## config.mk

```make
export PLATFORM = sky130hd
export DESIGN_NAME = script_pushdata_tokenizer_unit
export DESIGN_NICKNAME = d
export VERILOG_FILES = /design/src/spt_pkg.sv /design/src/spt_step.sv /design/src/script_pushdata_tokenizer_unit.sv
export SDC_FILE = /design/constraint.sdc
export NUM_CORES = 1
export LEC_CHECK = 0
export ABC_AREA = 1
export ABC_CLOCK_PERIOD_IN_PS = 2350
export BUFFER_PORTS_ARGS = -buffer_cell sky130_fd_sc_hd__buf_2
export CORE_MARGIN = 1.5
export CORE_UTILIZATION = 45
export CTS_BUF_LIST = sky130_fd_sc_hd__clkbuf_16
export DETAILED_ROUTE_END_ITERATION = 6
export PLACE_DENSITY_LB_ADDON = 0.1
export SYNTH_ARGS = -nofsm -noshare
export SYNTH_HDL_FRONTEND = slang
export SYNTH_SLANG_ARGS = --single-unit
```

## constraint.sdc

```tcl
create_clock -name aclk -period 2.35 [get_ports aclk]
set_input_delay 0.235 -clock aclk [delete_from_list [all_inputs] [get_ports aclk]]
set_output_delay 0.235 -clock aclk [all_outputs]
set_load 0.1 [all_outputs]
```

## src/spt_pkg.sv

```systemverilog
// ----------------------------------------------------------------------------
// spt_pkg: shared types and constants for the script push-data tokenizer
// Holds the parse phase codes, byte role codes, marker constants and the
// parser state and result structs.
// ----------------------------------------------------------------------------
package spt_pkg;

    localparam logic [7:0] MARK_PUSH2 = 8'd77;
    localparam logic [7:0] MARK_PUSH1 = 8'd76;
    localparam logic [7:0] MAX_DIRECT = 8'd75;

    typedef enum logic [2:0] {
        PH_IDLE    = 3'd0,
        PH_LEN1    = 3'd1,
        PH_LEN2_LO = 3'd2,
        PH_LEN2_HI = 3'd3,
        PH_DATA    = 3'd4
    } phase_t;

    typedef enum logic [1:0] {
        ROLE_OPCODE = 2'd0,
        ROLE_HEADER = 2'd1,
        ROLE_DATA   = 2'd2
    } role_t;

    typedef struct packed {
        phase_t      phase;
        logic [15:0] bytes_left;
        logic [15:0] current_length;
        logic [7:0]  length_low_byte;
    } parse_state_t;

    typedef struct packed {
        role_t       byte_role;
        logic [7:0]  byte_value;
        logic        item_start;
        logic        item_done;
        logic [15:0] push_length;
        logic        truncated;
        logic        script_end;
    } result_t;

    localparam parse_state_t STATE_CLEAR = '{
        phase:           PH_IDLE,
        bytes_left:      16'd0,
        current_length:  16'd0,
        length_low_byte: 8'd0
    };

endpackage

```

## src/spt_step.sv

```systemverilog
// ----------------------------------------------------------------------------
// spt_step: per-byte parse step
// Classifies one script byte against the current parser state and produces
// the result item and the next parser state.
// ----------------------------------------------------------------------------
module spt_step (
    input  spt_pkg::parse_state_t state,
    input  logic [7:0]            script_byte,
    input  logic                  last_in_script,
    output spt_pkg::parse_state_t state_next,
    output spt_pkg::result_t      result
);

    logic        len_known;
    logic [15:0] len_value;
    logic [15:0] left_dec;

    always_comb begin
        state_next = state;
        len_known  = 1'b0;
        len_value  = 16'd0;
        left_dec   = state.bytes_left;

        result.byte_role   = spt_pkg::ROLE_HEADER;
        result.byte_value  = script_byte;
        result.item_start  = 1'b0;
        result.item_done   = 1'b0;
        result.push_length = 16'd0;
        result.truncated   = 1'b0;
        result.script_end  = last_in_script;

        case (state.phase)
            spt_pkg::PH_LEN1: begin
                len_known = 1'b1;
                len_value = {8'd0, script_byte};
            end
            spt_pkg::PH_LEN2_LO: begin
                state_next.length_low_byte = script_byte;
                state_next.phase           = spt_pkg::PH_LEN2_HI;
            end
            spt_pkg::PH_LEN2_HI: begin
                len_known = 1'b1;
                len_value = {script_byte, state.length_low_byte};
            end
            spt_pkg::PH_DATA: begin
                result.byte_role   = spt_pkg::ROLE_DATA;
                result.push_length = state.current_length;
                if (state.bytes_left != 16'd0) begin
                    left_dec = state.bytes_left - 16'd1;
                end
                state_next.bytes_left = left_dec;
                if (left_dec == 16'd0) begin
                    result.item_done = 1'b1;
                    state_next       = spt_pkg::STATE_CLEAR;
                end
            end
            default: begin
                // Unused phase codes behave as idle: this byte opens an item.
                result.item_start = 1'b1;
                if (script_byte > spt_pkg::MARK_PUSH2) begin
                    result.byte_role = spt_pkg::ROLE_OPCODE;
                    result.item_done = 1'b1;
                    state_next       = spt_pkg::STATE_CLEAR;
                end else if (script_byte <= spt_pkg::MAX_DIRECT) begin
                    len_known = 1'b1;
                    len_value = {8'd0, script_byte};
                end else if (script_byte == spt_pkg::MARK_PUSH1) begin
                    state_next.phase = spt_pkg::PH_LEN1;
                end else begin
                    state_next.phase = spt_pkg::PH_LEN2_LO;
                end
            end
        endcase

        // A complete length either opens the data phase or ends an empty push.
        if (len_known) begin
            result.push_length        = len_value;
            state_next.current_length = len_value;
            state_next.bytes_left     = len_value;
            if (len_value == 16'd0) begin
                result.item_done = 1'b1;
                state_next       = spt_pkg::STATE_CLEAR;
            end else begin
                state_next.phase = spt_pkg::PH_DATA;
            end
        end

        if (last_in_script) begin
            result.truncated = ~result.item_done;
            state_next       = spt_pkg::STATE_CLEAR;
        end
    end

endmodule

```

## src/script_pushdata_tokenizer_unit.sv

```systemverilog
// ----------------------------------------------------------------------------
// script_pushdata_tokenizer_unit: script push-data tokenizer
// Splits a serialized script, taken one byte at a time, into opcode and push items
// and reports the role, boundaries and push length of every byte.
// ----------------------------------------------------------------------------
//  Channel  Direction  Handshake           Payload
//  s_       in         s_valid / s_ready   script_byte, last_in_script
//  m_       out        m_valid / m_ready   byte_role, byte_value, item_start,
//                                          item_done, push_length, truncated,
//                                          script_end
//
// One byte is accepted per cycle while the output is not stalled; its result
// appears in the output register on the next cycle.
// The parser state update is a single step of logic between the state
// register and the result register.
// Reset clears the parser to idle and empties the output register.
// When the output is stalled, s_ready drops until the held result is taken.
// ----------------------------------------------------------------------------
module script_pushdata_tokenizer_unit (
    input  logic        aclk,
    input  logic        aresetn,

    input  logic        s_valid,
    output logic        s_ready,
    input  logic [7:0]  s_script_byte,
    input  logic        s_last_in_script,

    output logic        m_valid,
    input  logic        m_ready,
    output logic [1:0]  m_byte_role,
    output logic [7:0]  m_byte_value,
    output logic        m_item_start,
    output logic        m_item_done,
    output logic [15:0] m_push_length,
    output logic        m_truncated,
    output logic        m_script_end
);

    spt_pkg::parse_state_t state_reg;
    spt_pkg::parse_state_t state_next;
    spt_pkg::result_t      result_reg;
    spt_pkg::result_t      result_next;
    logic                  m_valid_reg;
    logic                  accept;

    assign s_ready = ~m_valid_reg | m_ready;
    assign accept  = s_valid & s_ready;

    spt_step u_step (
        .state          (state_reg),
        .script_byte    (s_script_byte),
        .last_in_script (s_last_in_script),
        .state_next     (state_next),
        .result         (result_next)
    );

    always_ff @(posedge aclk) begin
        if (!aresetn) begin
            state_reg   <= spt_pkg::STATE_CLEAR;
            m_valid_reg <= 1'b0;
        end else begin
            if (accept) begin
                state_reg   <= state_next;
                m_valid_reg <= 1'b1;
            end else if (m_ready) begin
                m_valid_reg <= 1'b0;
            end
        end
    end

    always_ff @(posedge aclk) begin
        if (accept) begin
            result_reg <= result_next;
        end
    end

    assign m_valid       = m_valid_reg;
    assign m_byte_role   = result_reg.byte_role;
    assign m_byte_value  = result_reg.byte_value;
    assign m_item_start  = result_reg.item_start;
    assign m_item_done   = result_reg.item_done;
    assign m_push_length = result_reg.push_length;
    assign m_truncated   = result_reg.truncated;
    assign m_script_end  = result_reg.script_end;

endmodule

```

==> results of run 1 <==
how the worst max path moves through the flow:
stage | startpoint | to | slack (ps) | depth (start not counted)
6_report | state_reg[24]$_SDFFE_PN0P_ | state_reg[20]$_SDFFE_PN0P_ | 200 | 14
5_1_grt | state_reg[37]$_SDFFE_PN0P_ | state_reg[20]$_SDFFE_PN0P_ | 10 | 13
4_1_cts | state_reg[24]$_SDFFE_PN0P_ | state_reg[20]$_SDFFE_PN0P_ | 30 | 13
3_5_place_dp | state_reg[24]$_SDFFE_PN0P_ | state_reg[20]$_SDFFE_PN0P_ | 90 | 13
3_3_place_gp | state_reg[24]$_SDFFE_PN0P_ | state_reg[21]$_SDFFE_PN0P_ | 170 | 13
2_1_floorplan | m_valid$_SDFFE_PN0P_ | state_reg[33]$_SDFFE_PN0P_ | 60 | 10
metal layers:
metal | up-vias | wire, µm | global-route usage
li1 | 1972 | - | -
met4 | 0 | 101 | 0.0593
met5 | - | 0 | 0
met2 | 108 | 5030 | 0.380
met1 | 1865 | 5220 | 0.318
met3 | 12 | 501 | 0.0340
through the flow:
stage	power, mW	utilization	hold WS (ps)	cells	area, µm²
floorplan	2.28	-	334	561	4150
global placement	2.48	0.517	446	715	4550
detailed placement	2.49	0.517	450	715	4550
CTS	3.96	0.553	109	731	4870
global route	4.13	0.560	127	738	4930
finish	3.98	0.560	120	738	4930
worst max-delay path, cell delays in order, from the launching register on:
cell	delay [ps]
dfxtp_1	330
inv_2	90
ha_2	220
nand2_4	90
nor2_4	170
nand3_4	120
buf_4	150
nand2_2	60
nand2_1	50
nor2_2	130
nand3_4	120
nand4_4	120
buf_4	180
nand3_1	80
a21oi_1	170
final cells by class:
cell class              instances  share of cell area
well taps                     108              0.0274
repair buffers                 68              0.0837
clock buffers                   9              0.0457
flip-flops and latches         74               0.362
multi-input cells             413               0.417
clock inverters                 7              0.0188
inverters                      59              0.0457
synth_stat cells (2+ instances only):
cell type / count
buf_2: 3
a31oi_1: 3
nand2_1: 186
nor3_1: 4
nand3b_1: 7
a22oi_1: 12
a21oi_1: 34
nand4_1: 10
buf_6: 2
nand3_4: 2
dfxtp_1: 44
clkbuf_1: 8
inv_2: 5
o21ai_2: 3
o21ai_0: 22
inv_1: 52
nand2_2: 7
edfxtp_1: 30
nor2_1: 48
o21ai_1: 2
nand3_1: 45
nor2_2: 7
nand2_4: 3
clkinv_1: 2
nor2_4: 6
xor2_1: 2
kinds of logic (layout without fill, tap and decap cells):
group | count (synthesis) | after routing | share of synthesized area
and+or+nand+nor | 330 | 331 | 0.372
AOI/OAI and AO/OA | 79 | 79 | 0.111
buffers and inverters | 75 | 143 | 0.0769
DFF | 74 | 74 | 0.433
xor gates and xnor gates | 2 | 2 | 0.00425
adders and majority gates | 1 | 1 | 0.00304
what timing repair did:
action / 4_1_cts / 5_1_grt
endpoints found under the setup margin: 0 / 28
gates resized for setup: 0 / 4
buffers inserted: 0 / 6
where the power goes:
part	switching (mW)	internal [mW]	leakage (nW)
Clock	0.535	0.928	0.157
Sequential	0.0307	1.40	0.654
Combinational	0.804	0.283	1.37
Total	1.37	2.61	2.19
==> out/metrics.cfg, run 1 <==
[outcome]
status = finished with violations
violations = DRC

[cells_and_area]
drive_gt1_frac = 0.206
area_growth_pct = 19.8
final_cell_mix = nand2_1 (184), inv_1 (50), nor2_1 (46), nand3_1 (45), buf_2 (44)
diodes = 0
nNetsFinal = 639
multi_input_area_um2 = 2060
final_common_cell = nand2_1
fillers = 818
register_area_um2 = 1790
largest_reg_flops = 43

[logic_synthesis]
synth_seq_cells = 74
synth_edf_count = 30
syn_nets = 575
synth_top_area_frac = 0.219
synth_area_um2 = 4120
yosysTopAreaCell = edfxtp_1
synth_seq_area_share = 0.433
syn_inst = 561
syn_area_per_cell_um2 = 7.34
synth_warnings = 0
ys_top_cells_by_area = edfxtp_1 (22%), dfxtp_1 (21%), nand2_1 (17%), nand3_1 (5.5%), inv_1 (4.7%)
yosysUniqueCellTypes = 38
synth_async_sr_flop_share = 0
synth_ff_type = dfxtp_1

[floorplanning]
num_rows = 34
core_area_um2 = 8810
start_util = 0.468
dieArea_um2 = 9740
fp.dieH_um = 98.7
ioPinCount = 45
die_w_um = 98.7

[placed_design]
dpl_worst_slack_ps = 87.8
place_congestion = 0.969
hpwl_mm = 7.73
port_buffers = 44

[setup_path]
critPathKind = register to register
rr_worst_depth = 14
regToRegSetupSlack_ps = 200
crit_fanout = 8
rr_startpoint = state_reg[24]$_SDFFE_PN0P_
crit_arrival_ps = 2400
start_kind = register
reg2reg_to = state_reg[20]$_SDFFE_PN0P_
end_kind = register
crit_required_ps = 2600

[detailed_routing]
drtPass1Iterations = 7
ant_nets = 0
routedWlPerCell_um = 14.7
vias_per_cell = 5.36
wl_mm = 10.9
num_vias = 3957
drt_first_iter_violations = 288
drc = 2

[power]
p_per_area_nw_per_um2 = 807
p_leak_nw = 2.19
ir_worst_vdd_mv = 0.316

[clock_tree]
cts_max_path_buffers = 2
cts_tree = done
clkLatencyLatePin_ps = 330
cts-buffers-inserted = 9
clk_pin_slew_ps = 60
htree_levels = 3
clock_sink_count = 74
ctsHoldBuffers = 0
cts_root_buf = clkbuf_16

[global_routing]
grt_start_max_net_pins = 43
grt_pass1_wl_mm = 17.9
grt_antenna_before_repair = 0
first_global_vias = 3694
grt-ovfl-total = 0
grt.total_usage = 0.230

[timing]
hold_viol_final = 0
final.period_utilization = 0.913
rsz0062_at_grt = no
slew_viol_final = 0
max_slew.worst_pin.slew_ps = 488
finalClockSkew_ps = 10.6
max_freq_mhz = 466
fin_crit_ps = 2150
setup-violations-final = 0
fin_ws_ps = 203
setup-tns-final_ps = 0
relSlewSlack = 0.675

[run]
maxCapViolCount = 0

[hold_path]
hold_path.class = primary input to register
hold_start = s_script_byte[7]
hold_end = m_byte_value[7]$_DFFE_PP_
min_path_cells = 1

No activity file was read; power rests on OpenSTA's default activity.
==> run 2, diff against run 1 <==
--- a/config.mk
+++ b/config.mk
@@ -5,7 +5,6 @@
 export SDC_FILE = /design/constraint.sdc
 export NUM_CORES = 1
 export LEC_CHECK = 0
-export ABC_AREA = 1
 export ABC_CLOCK_PERIOD_IN_PS = 2350
 export BUFFER_PORTS_ARGS = -buffer_cell sky130_fd_sc_hd__buf_2
 export CORE_MARGIN = 1.5
==> out/metrics.cfg, run 2 <==
[outcome]
status = finished with violations
violations = setup timing

[power]
ir_worst_vdd_mv = 0.370
p_leak_nw = 2.29
p_per_area_nw_per_um2 = 655
totalPowerFinal_mw = 3.55

[detailed_routing]
num_vias = 3947
drtPass1Iterations = 5
ant_nets = 0
wl_mm = 12.2
routedWlPerCell_um = 18.1
drt_first_iter_violations = 395
vias_per_cell = 5.85
drc = 0

[floorplanning]
die_w_um = 97.7
core_area_um2 = 8720
dieArea_um2 = 9540
fp.dieH_um = 97.7
start_util = 0.462
ioPinCount = 45
num_rows = 34

[setup_path]
setup.worst_path.start = state_reg[24]$_SDFFE_PN0P_
critPathKind = register to register
crit_fanout = 8
crit_required_ps = 2560
crit_arrival_ps = 2960
rr_startpoint = state_reg[24]$_SDFFE_PN0P_
end_kind = register
regToRegSetupSlack_ps = -400
start_kind = register

[cells_and_area]
final_common_cell = buf_4
multi_input_area_um2 = 2180
nNetsFinal = 576
utilization = 0.622
final_cell_mix = buf_4 (93), nand2_1 (53), buf_2 (44), dfxtp_1 (39), nor2_1 (36)
fillers = 710
fin_area_um2 = 5420
register_area_um2 = 1790
finalNonFillerCells = 675
drive_gt1_frac = 0.354
area_growth_pct = 34.5
diodes = 0
largest_reg_flops = 43

[timing]
max_freq_mhz = 364
fin_ws_ps = -398
rsz0062_at_grt = yes
setup-violations-final = 39
finalClockSkew_ps = 12.4
max_slew.worst_pin.slew_ps = 627
fin_crit_ps = 2750
setup-tns-final_ps = -10630
final.period_utilization = 1.17
slew_viol_final = 0
relSlewSlack = 0.580
holdWs_ps = 139
hold_viol_final = 0

[clock_tree]
cts_max_path_buffers = 2
cts_tree = done
cts_root_buf = clkbuf_16
clock_sink_count = 74
ctsHoldBuffers = 0
clk_pin_slew_ps = 70
htree_levels = 3
cts-buffers-inserted = 9
clkLatencyLatePin_ps = 340

[placed_design]
placedCellCount = 645
place_congestion = 0.924
postPlaceCellArea_um2 = 4910
port_buffers = 44
dpl_worst_slack_ps = -446
hpwl_mm = 8.86

[logic_synthesis]
synth_warnings = 0
synth_async_sr_flop_share = 0
yosysTopAreaCell = edfxtp_1
syn_inst = 443
synthTopCellsByCount = nand2_1 (53), dfxtp_1 (44), nor2_1 (36)
synth_seq_cells = 74
synth_edf_count = 30
yosysMostFrequentCell = nand2_1
ys_top_cells_by_area = edfxtp_1 (22%), dfxtp_1 (22%), nand2_1 (4.9%), o2bb2ai_2 (3.7%), o21ai_0 (3.5%)
synth_ff_type = dfxtp_1
synth_seq_area_share = 0.442
yosysUniqueCellTypes = 66
synth_top_area_frac = 0.223
synth_area_um2 = 4030
syn_nets = 457
syn_area_per_cell_um2 = 9.10

[run]
maxCapViolCount = 0

[global_routing]
first_global_vias = 3753
grt.total_usage = 0.262
grt_antenna_before_repair = 0
grt-ovfl-total = 0
grt_start_max_net_pins = 32
grt_pass1_wl_mm = 19.9

[hold_path]
hold_start = s_valid
hold_path.class = primary input to register

==> run 2: cell types whose count changed in the layout (fill, tap and decap cells not counted), moves of 11 or more <==
cell and delta:
nand3_1 -36, nand2_1 -131, inv_1 -39, buf_4 +70, nor3_1 +11, a21oi_1 -11
==> run 2: logic make-up (layout without fill, tap and decap cells) <==
group | after synthesis | in the layout | share of synthesized area
buffers and inverters | 46 | 170 | 0.0481
AOI/OAI and AO/OA | 131 | 131 | 0.245
adders and majority gates | 2 | 2 | 0.00559
and+or+nand+nor | 182 | 182 | 0.240
DFF | 74 | 74 | 0.442
muxes | 5 | 5 | 0.0127
xor gates and xnor gates | 3 | 3 | 0.00652
==> run 2: critical path, cell delays in order (launching register included) <==
cell and delay (ps):
dfxtp_2 320, inv_2 70, ha_4 150, nor3b_4 270, nand2_2 100, o31a_1 270, or4_4 570, nor4b_4 220
buf_4 180, o31ai_4 70, buf_4 150, buf_12 130, o2bb2ai_2 110
==> run 2: repair_timing <==
action	CTS	global route
setup endpoints to repair	41	40
resized for setup	18	7
buffers inserted	9	5
pin swaps	10	5
==> run 2: report_power, final <==
part / internal (mW) / switching (mW)
Combinational: 0.273 / 0.539
Sequential: 1.38 / 0.0166
Clock: 0.809 / 0.532
Total: 2.46 / 1.09
==> run 2: final timing paths <==
check	endpoint	depth (start not counted)
max	state_reg[10]$_SDFFE_PN0P_	12
min	m_valid$_SDFFE_PN0P_	3
max reg2reg	state_reg[10]$_SDFFE_PN0P_	12
min reg2reg	state_reg[12]$_SDFFE_PN0P_	1
==> run 2: layer usage <==
metal | share of wire | global-route usage | vias up
met5 | 0 | 0 | -
met4 | 0.018 | 0.0769 | 0
met3 | 0.062 | 0.0410 | 18
met2 | 0.45 | 0.411 | 155
met1 | 0.47 | 0.374 | 1875
li1 | - | - | 1899
==> run 2: final cells by class <==
cell class / instances / share of cell area
sequential: 74 / 0.330
tap: 108 / 0.0249
timing repair buffer: 141 / 0.179
clock inverter: 7 / 0.0113
clock buffer: 9 / 0.0415
inverter: 13 / 0.00969
multi-input combinational: 323 / 0.403
